### src/sv/xs256_pkg.sv
// Shared types, constants and helpers for the xoshiro256** generator.
// No dependencies; imported by xs256_mul, xoshiro256ss_generator_unit and the testbench files.
package xs256_pkg;

	typedef logic [63:0] word_t;

	localparam word_t SM_GOLDEN = 64'h9e37_79b9_7f4a_7c15;
	localparam word_t SM_MIX1   = 64'hbf58_476d_1ce4_e5b9;
	localparam word_t SM_MIX2   = 64'h94d0_49bb_1331_11eb;

	localparam int unsigned NUM_WORDS = 4;
	localparam int unsigned SHIFT_T   = 17;
	localparam int unsigned ROT_OUT   = 7;
	localparam int unsigned ROT_S3    = 45;

	// request to the shared 64x64 (low half) multiplier
	typedef struct packed {
		logic  start;
		word_t a;
		word_t b;
	} mul_req_t;

	typedef struct packed {
		logic  busy;
		logic  done;
		word_t product;
	} mul_rsp_t;

	function automatic word_t rotl(input word_t v, input int unsigned amt);
		word_t r;
		if (amt % 64 == 0) begin
			r = v;
		end else begin
			r = (v << (amt % 64)) | (v >> (64 - (amt % 64)));
		end
		return r;
	endfunction

endpackage

### src/sv/xs256_mul.sv
// Iterative 64x64 multiplier keeping the low 64 bits, built on one 32x32 unit.
// Depends on xs256_pkg.
module xs256_mul
	import xs256_pkg::*;
(
	input  logic     clk,
	input  logic     arst_n,
	input  mul_req_t req,
	output mul_rsp_t rsp
);

	logic        busy_q;
	logic        done_q;
	logic [1:0]  cnt_q;
	word_t       a_q;
	word_t       b_q;
	word_t       pp_q;
	word_t       acc_q;
	logic [31:0] op_a;
	logic [31:0] op_b;
	word_t       pp_d;

	// lo*lo, lo*hi, hi*lo; hi*hi falls outside the low 64 bits
	always_comb begin
		case (cnt_q)
			2'd0: begin
				op_a = a_q[31:0];
				op_b = b_q[31:0];
			end
			2'd1: begin
				op_a = a_q[31:0];
				op_b = b_q[63:32];
			end
			default: begin
				op_a = a_q[63:32];
				op_b = b_q[31:0];
			end
		endcase
		pp_d = {32'd0, op_a} * {32'd0, op_b};
	end

	always_ff @(posedge clk or negedge arst_n) begin
		if (!arst_n) begin
			busy_q <= 1'b0;
			done_q <= 1'b0;
			cnt_q  <= 2'd0;
		end else begin
			done_q <= 1'b0;
			if (req.start) begin
				busy_q <= 1'b1;
				cnt_q  <= 2'd0;
			end else if (busy_q) begin
				cnt_q <= cnt_q + 2'd1;
				if (cnt_q == 2'd3) begin
					busy_q <= 1'b0;
					done_q <= 1'b1;
				end
			end
		end
	end

	always_ff @(posedge clk) begin
		if (req.start) begin
			a_q <= req.a;
			b_q <= req.b;
		end else if (busy_q) begin
			pp_q <= pp_d;
			case (cnt_q)
				2'd1:    acc_q <= pp_q;
				2'd2:    acc_q[63:32] <= acc_q[63:32] + pp_q[31:0];
				2'd3:    acc_q[63:32] <= acc_q[63:32] + pp_q[31:0];
				default: acc_q <= acc_q;
			endcase
		end
	end

	assign rsp.busy    = busy_q;
	assign rsp.done    = done_q;
	assign rsp.product = acc_q;

	a_done_after_last: assert property (@(posedge clk) disable iff (!arst_n)
		done_q |-> $past(busy_q && cnt_q == 2'd3))
		else $error("multiplier done without finishing its last pass");

	a_no_restart: assert property (@(posedge clk) disable iff (!arst_n)
		req.start |-> !busy_q)
		else $error("multiplier started while busy");

	a_idle_count_clear: assert property (@(posedge clk) disable iff (!arst_n)
		!busy_q |-> cnt_q == 2'd0)
		else $error("multiplier pass count left nonzero while idle");

endmodule

### src/sv/xoshiro256ss_generator_unit.sv
// Next item: the unit moves to ST_NEXT and registers the result there once the output reg is free.
// Seed item: four SplitMix64 rounds, bound by the shared iterative multiplier
// (two products per round).
// The input is not ready while an item is in progress; a result waits in an output reg.
// Reset clears the four state words, so unseeded next items return zero.
// Depends on xs256_pkg and xs256_mul.
module xoshiro256ss_generator_unit
	import xs256_pkg::*;
(
	input  logic        clk,
	input  logic        arst_n,
	input  logic        in_valid,
	output logic        in_ready,
	input  logic        operation,
	input  logic [63:0] seed_value,
	output logic        out_valid,
	input  logic        out_ready,
	output logic [63:0] random_value
);

	typedef enum logic [2:0] {
		ST_IDLE,
		ST_NEXT,
		ST_SM_MUL1,
		ST_SM_W1,
		ST_SM_W2
	} state_t;

	localparam logic OP_SEED = 1'b0;

	state_t     state_q;
	word_t      gen_q [NUM_WORDS];
	word_t      m5_q;
	word_t      sm_q;
	logic [1:0] word_cnt_q;
	logic       out_valid_q;
	word_t      random_value_q;

	mul_req_t   mul_req;
	mul_rsp_t   mul_rsp;
	logic       in_take;
	logic       out_free;
	word_t      rot_m5;
	word_t      result_d;
	word_t      n0;
	word_t      n1;
	word_t      n2;
	word_t      n3;
	word_t      mix_done;

	assign in_ready = (state_q == ST_IDLE);
	assign in_take  = in_valid && in_ready;
	assign out_free = !out_valid_q || out_ready;

	// output mix, xoshiro state update and the SplitMix64 final xor-shift
	always_comb begin
		rot_m5   = rotl(m5_q, ROT_OUT);
		result_d = rot_m5 + (rot_m5 << 3);
		n2 = gen_q[2] ^ gen_q[0];
		n3 = gen_q[3] ^ gen_q[1];
		n1 = gen_q[1] ^ n2;
		n0 = gen_q[0] ^ n3;
		n2 = n2 ^ (gen_q[1] << SHIFT_T);
		n3 = rotl(n3, ROT_S3);
		mix_done = mul_rsp.product ^ (mul_rsp.product >> 31);
	end

	always_comb begin
		mul_req.start = 1'b0;
		mul_req.a     = sm_q ^ (sm_q >> 30);
		mul_req.b     = SM_MIX1;
		if (state_q == ST_SM_MUL1) begin
			mul_req.start = 1'b1;
		end else if (state_q == ST_SM_W1) begin
			mul_req.start = mul_rsp.done;
			mul_req.a     = mul_rsp.product ^ (mul_rsp.product >> 27);
			mul_req.b     = SM_MIX2;
		end
	end

	xs256_mul u_mul (
		.clk    (clk),
		.arst_n (arst_n),
		.req    (mul_req),
		.rsp    (mul_rsp)
	);

	always_ff @(posedge clk or negedge arst_n) begin
		if (!arst_n) begin
			state_q     <= ST_IDLE;
			out_valid_q <= 1'b0;
			word_cnt_q  <= 2'd0;
			for (int i = 0; i < NUM_WORDS; i++) begin
				gen_q[i] <= '0;
			end
		end else begin
			// a new result may replace one taken in the same cycle
			if (state_q == ST_NEXT && out_free) begin
				out_valid_q <= 1'b1;
			end else if (out_valid_q && out_ready) begin
				out_valid_q <= 1'b0;
			end
			case (state_q)
				ST_IDLE: begin
					if (in_take) begin
						if (operation == OP_SEED) begin
							word_cnt_q <= 2'd0;
							state_q    <= ST_SM_MUL1;
						end else begin
							state_q <= ST_NEXT;
						end
					end
				end
				ST_NEXT: begin
					if (out_free) begin
						gen_q[0]    <= n0;
						gen_q[1]    <= n1;
						gen_q[2]    <= n2;
						gen_q[3]    <= n3;
						state_q     <= ST_IDLE;
					end
				end
				ST_SM_MUL1: begin
					state_q <= ST_SM_W1;
				end
				ST_SM_W1: begin
					if (mul_rsp.done) begin
						state_q <= ST_SM_W2;
					end
				end
				ST_SM_W2: begin
					if (mul_rsp.done) begin
						gen_q[word_cnt_q] <= mix_done;
						word_cnt_q        <= word_cnt_q + 2'd1;
						if (word_cnt_q == 2'(NUM_WORDS - 1)) begin
							state_q <= ST_IDLE;
						end else begin
							state_q <= ST_SM_MUL1;
						end
					end
				end
				default: state_q <= ST_IDLE;
			endcase
		end
	end

	// datapath registers
	always_ff @(posedge clk) begin
		if (in_take) begin
			m5_q <= gen_q[1] + (gen_q[1] << 2);
			sm_q <= seed_value + SM_GOLDEN;
		end else if (state_q == ST_SM_W2 && mul_rsp.done) begin
			sm_q <= sm_q + SM_GOLDEN;
		end
		if (state_q == ST_NEXT && out_free) begin
			random_value_q <= result_d;
		end
	end

	assign out_valid    = out_valid_q;
	assign random_value = random_value_q;

	a_result_only_from_next: assert property (@(posedge clk) disable iff (!arst_n)
		$rose(out_valid_q) |-> $past(state_q == ST_NEXT))
		else $error("result raised outside a next transaction");

	a_mul_done_in_seed: assert property (@(posedge clk) disable iff (!arst_n)
		mul_rsp.done |-> (state_q == ST_SM_W1 || state_q == ST_SM_W2))
		else $error("multiplier result arrived outside seeding");

	a_seed_ends_full: assert property (@(posedge clk) disable iff (!arst_n)
		(state_q == ST_SM_W2 && mul_rsp.done && word_cnt_q == 2'd3) |=>
			(state_q == ST_IDLE && word_cnt_q == 2'd0))
		else $error("seeding ended without filling all state words");

endmodule

### config.mk
export PLATFORM = sky130hd
export DESIGN_NAME = xoshiro256ss_generator_unit
export DESIGN_NICKNAME = d
export VERILOG_FILES = /design/src/sv/xs256_pkg.sv /design/src/sv/xs256_mul.sv /design/src/sv/xoshiro256ss_generator_unit.sv
export SDC_FILE = /design/constraint.sdc
export NUM_CORES = 2
export LEC_CHECK = 0
export ABC_AREA = 1
export BUFFER_PORTS_ARGS = -buffer_cell sky130_fd_sc_hd__clkbuf_2
export CAP_MARGIN = 20
export CORE_MARGIN = 8
export CORE_UTILIZATION = 27
export CTS_CLUSTER_DIAMETER = 80
export DETAILED_ROUTE_END_ITERATION = 16
export SYNTH_ARGS = -nofsm -noshare
export SYNTH_HDL_FRONTEND = slang
export SYNTH_SLANG_ARGS = --single-unit
### constraint.sdc
create_clock -name clk -period 8.6 [get_ports clk]
set_clock_uncertainty 0.15 [all_clocks]
set_input_delay 1.29 -clock clk [delete_from_list [all_inputs] [get_ports clk]]
set_output_delay 1.29 -clock clk [all_outputs]
set_load 0.005 [all_outputs]
### Yosys cells after proc, flatten, opt, wreduce, memory -nomap -nowiden

Cells that the tools add are included.

* register bits: 714
* input port bits: 69
* output and inout bits: 66
* word-level logic and storage cells: 111

* $add $sub $neg: 7
* multiply operators: 1
* $lt $le $gt $ge: 2
* equality and inequality tests: 13
* multiplexer cells: 35
* bitwise logic cells: 12
* reduce and logical (&&, ||, !) cells: 23

Operators with widths (count)
* $mux 256: 2
* $pmux 256 s2: 1
* $xor 64x64->64: 5
* $bwmux 256: 1
* $mux 64: 3
* $mux 129: 1
* $add 64x64->64: 2
* $add 64x64->64 const B: 2
* $demux 64 s2: 1
* $mux 128: 1
* $mul 32x32->64: 1
* $mux 32: 2
* $or 64x45->64: 1
* $or 64x7->64: 1
* $pmux 32 s2: 1
* $xor 64x33->64: 1
* $xor 64x34->64: 1
* $xor 64x37->64: 1
* $add 32x32->32: 1
* $pmux 3 s5: 1
* $mux 2: 7
* $mux 3: 4
* $reduce_bool 2->1: 6
* $mux 1: 9
* other kinds (22): 37

### Longest topological paths before layout

* word-level depth: 8
* gate-level depth with buffers: 43
* gate-level depth less buffers: 41

### Cells and area by module

Synthesis repeated with hierarchy kept, for this count alone.

* cell total of the unflattened synthesis: 10751
* area, all modules: 82329.0 µm²

By module, submodules not included
* xs256_mul: times used 1, cells an instance 5448, area an instance 45897.8 µm², seq. area each 7787.5 µm²
* xoshiro256ss_generator_unit: times used 1, cells an instance 5303, area an instance 36431.2 µm², seq. area each 12321.8 µm²

### Worst setup path after synthesis

No wires, ideal clock.

* kind: reg2reg
* start point: register state_q[1]
* end point: register u_mul.acc_q[0], enable pin
* setup time: 0.397 ns
* arrival: 8.307 ns
* data required time: 8.053 ns
* setup slack: -0.254 ns
* stages on the path, launching flop included: 8
* path buffers: 0
* clock period less this slack: 8.854 ns
* cell sequence: dfrtp_1 > inv_1 > nor2_1 > inv_1 > a21oi_1 > nor2_1 > inv_1 > nor2_1

RTL lines
* from (decl): line xoshiro256ss_generator_unit.sv:31 `state_t state_q;`
* from (signal assigned): line xoshiro256ss_generator_unit.sv:90 `state_q <= ST_IDLE;`
* from (signal assigned): line xoshiro256ss_generator_unit.sv:108 `state_q <= ST_SM_MUL1;`
* from (signal assigned): line xoshiro256ss_generator_unit.sv:110 `state_q <= ST_NEXT;`
* to (signal assigned): line xs256_mul.sv:69 `2'd1: acc_q <= pp_q;`
* to (signal assigned): line xs256_mul.sv:72 `default: acc_q <= acc_q;`
* to (decl): line xs256_mul.sv:18 `word_t acc_q;`

### Final worst setup path

* start point: register u_mul.cnt_q[1]
* end point: register u_mul.pp_q[49], data pin

* cells in the longest elaborated chain, start to end: 4
* elaborated cells between the ends (all ways): 6
* those cells by class: 1 x mul; 1 x eq/ne; 2 x mux; 2 x reduce/logical

Ends and longest elaborated chain
* from (decl): line xs256_mul.sv:14 `logic [1:0] cnt_q;`
* from (signal assigned): line xs256_mul.sv:53 `cnt_q <= cnt_q + 2'd1;`
* $eq 2x1->1 or $logic_not 2->1 (tied branches): line xs256_mul.sv:25 `case (cnt_q)`
* $reduce_or 2->1 (no line)
* $mux 32: line xs256_mul.sv:25
* $mul 32x32->64 *: line xs256_mul.sv:39 `pp_d = {32'd0, op_a} * {32'd0, op_b};`
* via u_mul.pp_d[49]: line xs256_mul.sv:21 `word_t pp_d;`
* to (signal assigned): line xs256_mul.sv:67 `pp_q <= pp_d;`
* to (decl): line xs256_mul.sv:17 `word_t pp_q;`

Mark *: on every way through the listed nets, which the timed path passes. The rest lies on a longest branch.
A chain may end at the register's enable or synchronous reset.

==> flow_metrics.tcl <==
set metrics [dict create \
    clk_path_buf_depth 3 \
    grt_first_pass_wirelength_microns 437000 \
    wirelength_microns 301000 \
    cts.sink_count 652 \
    antenna_found_initial 4 \
    die_h_microns 546 \
    required_ns 8.96 \
    synth_simple_gate_area_share_pct 19.1 \
    clk_pin_slew_ns 0.07 \
    grt_pass1_vias 65600 \
    ios 135 \
    clkLatencyLatePin_ns 0.71 \
    final_common_cell "inv_1" \
    port_buffers 134 \
    multi_input_area_sq_um 49900 \
    dp_hpwl_microns 249000 \
    post-place-cells 13500 \
    synth_top_family_by_area "adder cells" \
    grt_max_degree 172 \
    synthMuxAreaShare_pct 0.0297 \
    cts_htree_levels 3 \
    die_area_sq_um 298000 \
    synth_top_area_share_pct 20.8 \
    synth_xor_area_share_pct 6.22 \
    max_stage_delay_ns 0.63 \
    whs_path_depth 0 \
    min_to "u_mul.acc_q[13]" \
    tritoncts "yes" \
    std_cell_rows 194 \
    critPathSlowestCell "fa_2" \
    slew_headroom_pct 27.4 \
    fin_crit_ns 8.47 \
    tightest_slew_ns 1.09 \
    drc 0 \
    maxCapViolations 0 \
    drtAntennaViolNets 0 \
    drtIter0Drc 7182 \
    nNetsFinal 11300 \
    cts_buffers 76 \
    synthCells 9578 \
    yosysWarnings 0 \
    setup_ws_ns 0.132 \
    startpoint_type "register" \
    outcome "finished clean" \
    final_cell_mix "inv_1, nand2_1, nor2_1" \
    netlist_area_sq_um 75900 \
    synthDistinctLibCells 54 \
    final-hold-violation-count 0 \
    max_freq_mhz 118 \
    path_class "register to register" \
    end_kind "register" \
    cts-root-buf "clkbuf_16" \
    area_growth_pct 13.8 \
    seq_area_frac_synth_pct 24.0 \
    r2r_cells 32 \
    via_per_inst 4.89 \
    hp-class "register to register" \
    synth_top_area_cell "fa_1" \
    async_reset_ff_share_pct 40.8 \
    synth_fa_ha_area_share_pct 29.5 \
    instances_no_fill 13700 \
    core_area_sq_um 280000 \
    overflow 0 \
    reg2reg_slack_ns 0.13 \
    path_common_cell "fa_1" \
    place_ws_ns -0.319 \
    final_util_pct 30.9 \
    slew_violations 0 \
    reg2reg_to "u_mul.pp_q[49]" \
    num-fill-cells 30000 \
    via_count 66900 \
    gp_congestion 1.01 \
    worstPathArrival_ns 8.83 \
    wire_per_inst_microns 22.0 \
    die_w_microns 546 \
    ff_latch_area_sq_um 18200 \
    crit_fanout 9 \
    period_share_pct 98.5 \
    syn-num-nets 11000 \
    min_from "u_mul.pp_q[13]" \
    finalSetupViolations 0 \
    design_area_sq_um 86400 \
    synth_area_leaders "fa_1, edfxtp_1, inv_1, nand2_1, dfrtp_1" \
    r2r-start "u_mul.cnt_q[1]" \
    first_pass_iters 6 \
    syn_avg_cell_area_sq_um 7.93 \
    ys_ff_latch 652 \
    rsz0062_at_grt "yes" \
    post_dp_cell_area_sq_um 83000 \
    yosys_most_used_dff "edfxtp_1" \
    drive_gt1_share_pct 8.87 \
    initial_core_util_pct 27.2 \
    synth_compound_area_share_pct 10.2 \
    grt_util_all_layers_pct 19.4 \
    synth-edff-count 386 \
]
## what timing repair did
item                                   in CTS  in global routing
setup buffers                               0                 21
gates resized for setup                    11                141
endpoints found under the hold margin       0                  0
hold buffers                                0                  0
pin swaps                                   0                  8
gates cloned                                0                  2
setup endpoints to repair                  37                 42
## how the worst max path moves through the flow
stage                endpoint           start  cells past startpoint  slack, ns
4_1_cts        u_mul.pp_q[53]  u_mul.cnt_q[1]                     35       0.01
6_report       u_mul.pp_q[49]  u_mul.cnt_q[1]                     32       0.13
5_1_grt        u_mul.pp_q[57]  u_mul.cnt_q[1]                     35      -0.08
3_5_place_dp   u_mul.pp_q[36]  u_mul.cnt_q[0]                     28      -0.32
3_3_place_gp   u_mul.pp_q[36]  u_mul.cnt_q[1]                     28      -0.28
2_1_floorplan  u_mul.pp_q[62]  u_mul.cnt_q[0]                     35       0.22
## metal layers
metal / GRT usage (%) / vias up / wire, microns
li1: - / 30700 / -
met1: 26.3 / 32400 / 128000
met2: 30.4 / 3160 / 131000
met3: 3.84 / 577 / 26900
met4: 7.77 / 2 / 15200
met5: 0 / - / 13
## worst max-delay path: cells and delay by family, from the launching register on
| kind | cells | cell delay (ns) |
|---|---|---|
| AOI/OAI and AO/OA | 1 | 0.06 |
| xor gates and xnor gates | 1 | 0.24 |
| adders and majority gates | 10 | 4.50 |
| buffers and inverters | 12 | 1.64 |
| DFF | 1 | 0.43 |
| and+or+nand+nor | 8 | 1.22 |
## cells in the mapped netlist, types with 5 or more instances
cell type	count
inv_1	1861
nand2_1	1820
nor2_1	1114
fa_1	787
ha_1	531
o21ai_0	506
edfxtp_1	386
xor2_1	347
nand3_1	346
a21oi_1	342
dfrtp_1	266
clkbuf_1	203
xnor2_1	192
a31oi_1	158
a22oi_1	96
nand4_1	86
nor3_1	78
buf_2	53
a21o_1	52
o21bai_1	45
or2_2	37
nand2_2	26
a21boi_0	25
o21ai_1	25
nor2_2	20
o211ai_1	18
o21ai_2	17
o21a_1	14
o2bb2ai_1	14
nor4_1	13
nand3b_1	12
buf_6	11
clkinv_1	10
buf_1	9
inv_2	9
a211oi_1	6
buf_4	6
o2111ai_1	6
nor2_4	5
o311ai_0	5
## area by class of cell
class / count / share of cell area [%]
antenna: 1 / 0.00290
timing repair buffer: 507 / 4.41
multi-input combinational: 6763 / 57.8
clock inverter: 48 / 0.697
inverter: 1880 / 8.21
clock buffer: 93 / 2.37
sequential: 652 / 21.1
tap: 3724 / 5.39
## flip-flops by register name (all words and copies together), names as in the netlist, 2 cells and up
signal,flops
gen_q,256
m5_q,64
random_value,64
sm_q,64
state_q,3
u_mul.a_q,64
u_mul.acc_q,64
u_mul.b_q,2
u_mul.cnt_q,2
u_mul.pp_q,64
word_cnt_q,2
## cells by family after synthesis
family,Yosys count
mux,2
fa+ha+maj,1318
xor+xnor,539
simple gates,3563
compound gates,1341
buf+inv,2163
flops,652
## per-stage QoR
step | setup TNS (ns) | hold WS, ns
floorplan | 0 | 0.281
global placement | -3.54 | 0.300
detailed placement | -5.19 | 0.299
CTS | 0 | 0.322
global route | -0.477 | 0.339
finish | 0 | 0.323
Power is left out: the tool's default activity adds up to more than one toggle a clock period on the data nets, which glitch-free logic cannot reach.
